==> src/assert_macros.svh <==
// Assertion helpers shared by the RTL.
`ifndef ASSERT_MACROS_SVH
`define ASSERT_MACROS_SVH

// Clocked assertion, quiet while reset is held.
`define QP3_ASSERT(lbl, prop, msg) \
  lbl: assert property (@(posedge clk_i) disable iff (!rst_ni) prop) else $error(msg);

// Clocked implication, quiet while reset is held.
`define QP3_IMPLY(lbl, pre, post, msg) \
  lbl: assert property (@(posedge clk_i) disable iff (!rst_ni) (pre) |-> (post)) \
    else $error(msg);

`endif

==> src/qp3_ram.sv <==
module qp3_ram #(
  parameter int W = 32,
  parameter int D = 64
) (
  input  logic                 clk_i,
  input  logic                 we_i,
  input  logic [$clog2(D)-1:0] waddr_i,
  input  logic [W-1:0]         wdata_i,
  input  logic                 re_i,
  input  logic [$clog2(D)-1:0] raddr_i,
  output logic [W-1:0]         rdata_o
);

  logic [W-1:0] mem [D];
  logic [W-1:0] rdata_q;

  always_ff @(posedge clk_i) begin
    if (we_i) begin
      mem[waddr_i] <= wdata_i;
    end
    if (re_i) begin
      rdata_q <= mem[raddr_i];
    end
  end

  assign rdata_o = rdata_q;

endmodule

==> config.mk <==
export PLATFORM = sky130hd
export DESIGN_NAME = qp3_ram
export DESIGN_NICKNAME = d
export VERILOG_FILES = /design/src/assert_macros.svh /design/src/qp3_ram.sv
export SDC_FILE = /design/constraint.sdc
export NUM_CORES = 2
export LEC_CHECK = 0
export BUFFER_PORTS_ARGS = -buffer_cell sky130_fd_sc_hd__buf_2
export CAP_MARGIN = 20
export CORE_MARGIN = 1
export CORE_UTILIZATION = 30
export DETAILED_ROUTE_END_ITERATION = 6
export PLACE_DENSITY = 0.45
export RECOVER_POWER = 50
export SYNTH_ARGS = -nofsm -noshare
export SYNTH_HDL_FRONTEND = slang
export SYNTH_SLANG_ARGS = --single-unit
==> constraint.sdc <==
create_clock -name clk_i -period 6.5 [get_ports clk_i]
set_input_delay 1.95 -clock clk_i [delete_from_list [all_inputs] [get_ports clk_i]]
set_output_delay 1.95 -clock clk_i [all_outputs]
set_load 0.005 [all_outputs]
==> impl_metrics.yaml <==
outcome:
  status: "finished, violations left"
  violations: "capacitance limit, slew limit"
logic_synthesis:
  ys_warn_count: 0
  synth_area_um2: 78800
  synth_nets: 3371
  synth_edf_count: 2080
  async_reset_ff_share_pct: 0
  syn_inst: 3324
  yosysSeqAreaShare_pct: 79.2
  ys_seq_elements: 2080
  synth_flop_cell: "edfxtp_1"
  synth.distinct_cells: 33
  synth.avg_cell_area_um2: 23.7
global_routing:
  track_usage_pct: 17.8
  antenna_found_initial: 23
  grt_pass1_wl_mm: 323
  overflow: 0
  grt_max_degree: 72
  grt_pass1_vias: 38100
setup_path:
  r2r_cells: 4
  r2r_end: "rdata_o[9]"
  critical_path.top_delay_family: "buffers and inverters"
  cpPeakStageDelay_ns: 2.65
  crit_fanout: 64
  r2r_start: "mem[28][9]"
  crit_chain: "buf_2 > clkbuf_1"
  slowest_stage: "clkbuf_1"
  end_kind: "flip-flop"
  critPathBufInv: 2
  cp_data_required_time_ns: 6.57
  r2r_slack_ns: 3.88
  cp.arrival_ns: 4.85
  startpoint_type: "primary input"
  path_class: "in -> reg"
placement:
  dp.cells: 6930
  placed_area_um2: 85200
  gp_congestion: 0.764
  dp_hpwl_mm: 135
  port_buffers: 78
sta:
  rsz0062_at_grt: "false"
  setup-tns-final_ns: 0
  timing.final.crit_share_pct: 73.4
  fmax_ghz: 0.209
  finalSetupViolCount: 0
  fin_crit_ns: 4.77
  clock_skew_ns: 0.0255
  tightest_slew_ns: 3.99
  hold_viol: 0
  finalMaxSlewViolations: 2027
  max_slew_margin_pct: -166
route:
  routed_wl_mm: 236
  routed.top_layer: "met5"
  route.detailed.drc: 0
  met2_length_mm: 112
  wire_per_inst_um: 32.1
  ant_nets: 0
  drtIter0Drc: 4232
  vias: 37200
  viasPerCell: 5.07
  wl_met3_mm: 15.6
  wl_met1_mm: 103
  drtPass1Iterations: 7
clock_tree:
  h-tree-depth: 4
  ctsRootBufferMaster: "clkbuf_16"
  clock_sinks: 2080
  hold_buffers: 0
  path_clk_slew_ns: 0.06
  cts_resized: 0
  cts_buffer_depth: 3
  post_cts_buffers: 0
  numCtsBuffers: 216
  clk_latency_ns: 0.87
  cts_tree: "built"
finish:
  drive_above_1_share_pct: 30.2
  fillerInstances: 23900
  finalNonFillerCells: 7341
  synthToLayoutAreaGrowth_pct: 16.6
  finalNetCount: 3701
  layout_common_cells: "edfxtp_1, mux4_2, clkbuf_16, buf_4, mux2i_1"
  final_common_cell: "edfxtp_1"
  fin_area_um2: 91900
  final_util_pct: 35.3
die:
  num_io_pins: 79
  die_h_um: 515
  die-area_um2: 265000
  start_util_pct: 30.3
  die_x_um: 515
  std_cell_rows: 187
  coreArea_um2: 260000
worst_hold_path:
  hold_path.class: "reg -> reg"
  min_delay_path_depth: 4
  hp-start: "mem[29][4]"
  min_to: "rdata_o[4]"
run:
  drv_cap: 33
power:
  ir_drop_mv: 0.218
  powerDensity_nw_per_um2: 310
  power_mw: 28.5
  p_leak_nw: 28.1
[synth_stat cells, types with 5 or more instances]
cell / n / area, um^2
nand3b_1: 5 / 37.5
buf_4: 25 / 188
a21oi_1: 62 / 310
buf_2: 57 / 285
mux4_2: 544 / 12300
nor2b_1: 15 / 93.8
mux2i_1: 93 / 931
buf_6: 5 / 56.3
o221ai_1: 27 / 236
nor3_1: 7 / 35.0
clkbuf_1: 74 / 278
nand2_1: 26 / 97.6
buf_1: 21 / 78.8
nor2_1: 137 / 514
nand3_1: 5 / 25.0
edfxtp_1: 2080 / 62500
a311oi_1: 8 / 70.1
nand2b_1: 8 / 50.1
a22oi_1: 12 / 90.1
o22ai_1: 84 / 526
[cell families after synthesis]
kind of cell | after synthesis | share of synthesized area, %
DFF | 2080 | 79.2
muxes | 637 | 16.7
and+or+nand+nor | 223 | 1.26
AOI/OAI and AO/OA | 202 | 1.67
buffers and inverters | 182 | 1.12
[layout make-up]
class	count	area [um^2]	area share, %
Sequential cell	2080	62500	68.0
Multi-Input combinational cell	1062	15900	17.3
Clock buffer	275	5730	6.24
Tap cell	3496	4370	4.76
Timing Repair Buffer	294	2280	2.48
Clock inverter	125	1080	1.18
Antenna cell	9	22.5	0.0245
[how the worst max path moves through the flow]
stage	start	to	slack (ns)	depth (start not counted)
2_1_floorplan	waddr_i[3]	mem[48][0]	1.39	4
4_1_cts	raddr_i[1]	rdata_o[9]	1.68	7
5_1_grt	wdata_i[15]	mem[59][15]	1.58	2
3_5_place_dp	raddr_i[1]	rdata_o[9]	0.74	7
6_report	wdata_i[14]	mem[52][14]	1.73	2
3_3_place_gp	raddr_i[1]	rdata_o[9]	0.70	7
[where the power goes]
group,switching [mW],internal [mW]
Sequential,0.0548,14.9
Combinational,0.960,0.513
Clock,5.16,6.91
[layer usage]
layer  vias up  GRT usage, %
li1      15000             -
met1     20800          24.6
met2      1224          28.3
met3       260          3.81
met4         6          4.46
met5         -         0.365
[per-stage QoR]
step	hold WS [ns]	setup WS [ns]
2_1_floorplan	0.750	1.39
4_1_cts	0.969	1.68
3_3_place_gp	0.942	0.697
5_1_grt	0.999	1.58
6_report	0.944	1.73
3_5_place_dp	0.955	0.737
[registers in the layout, summed over array words and instances (netlist names)]
register,flops
mem,2048
rdata_o,32
Note: power is estimated with default switching activity, not from simulation.
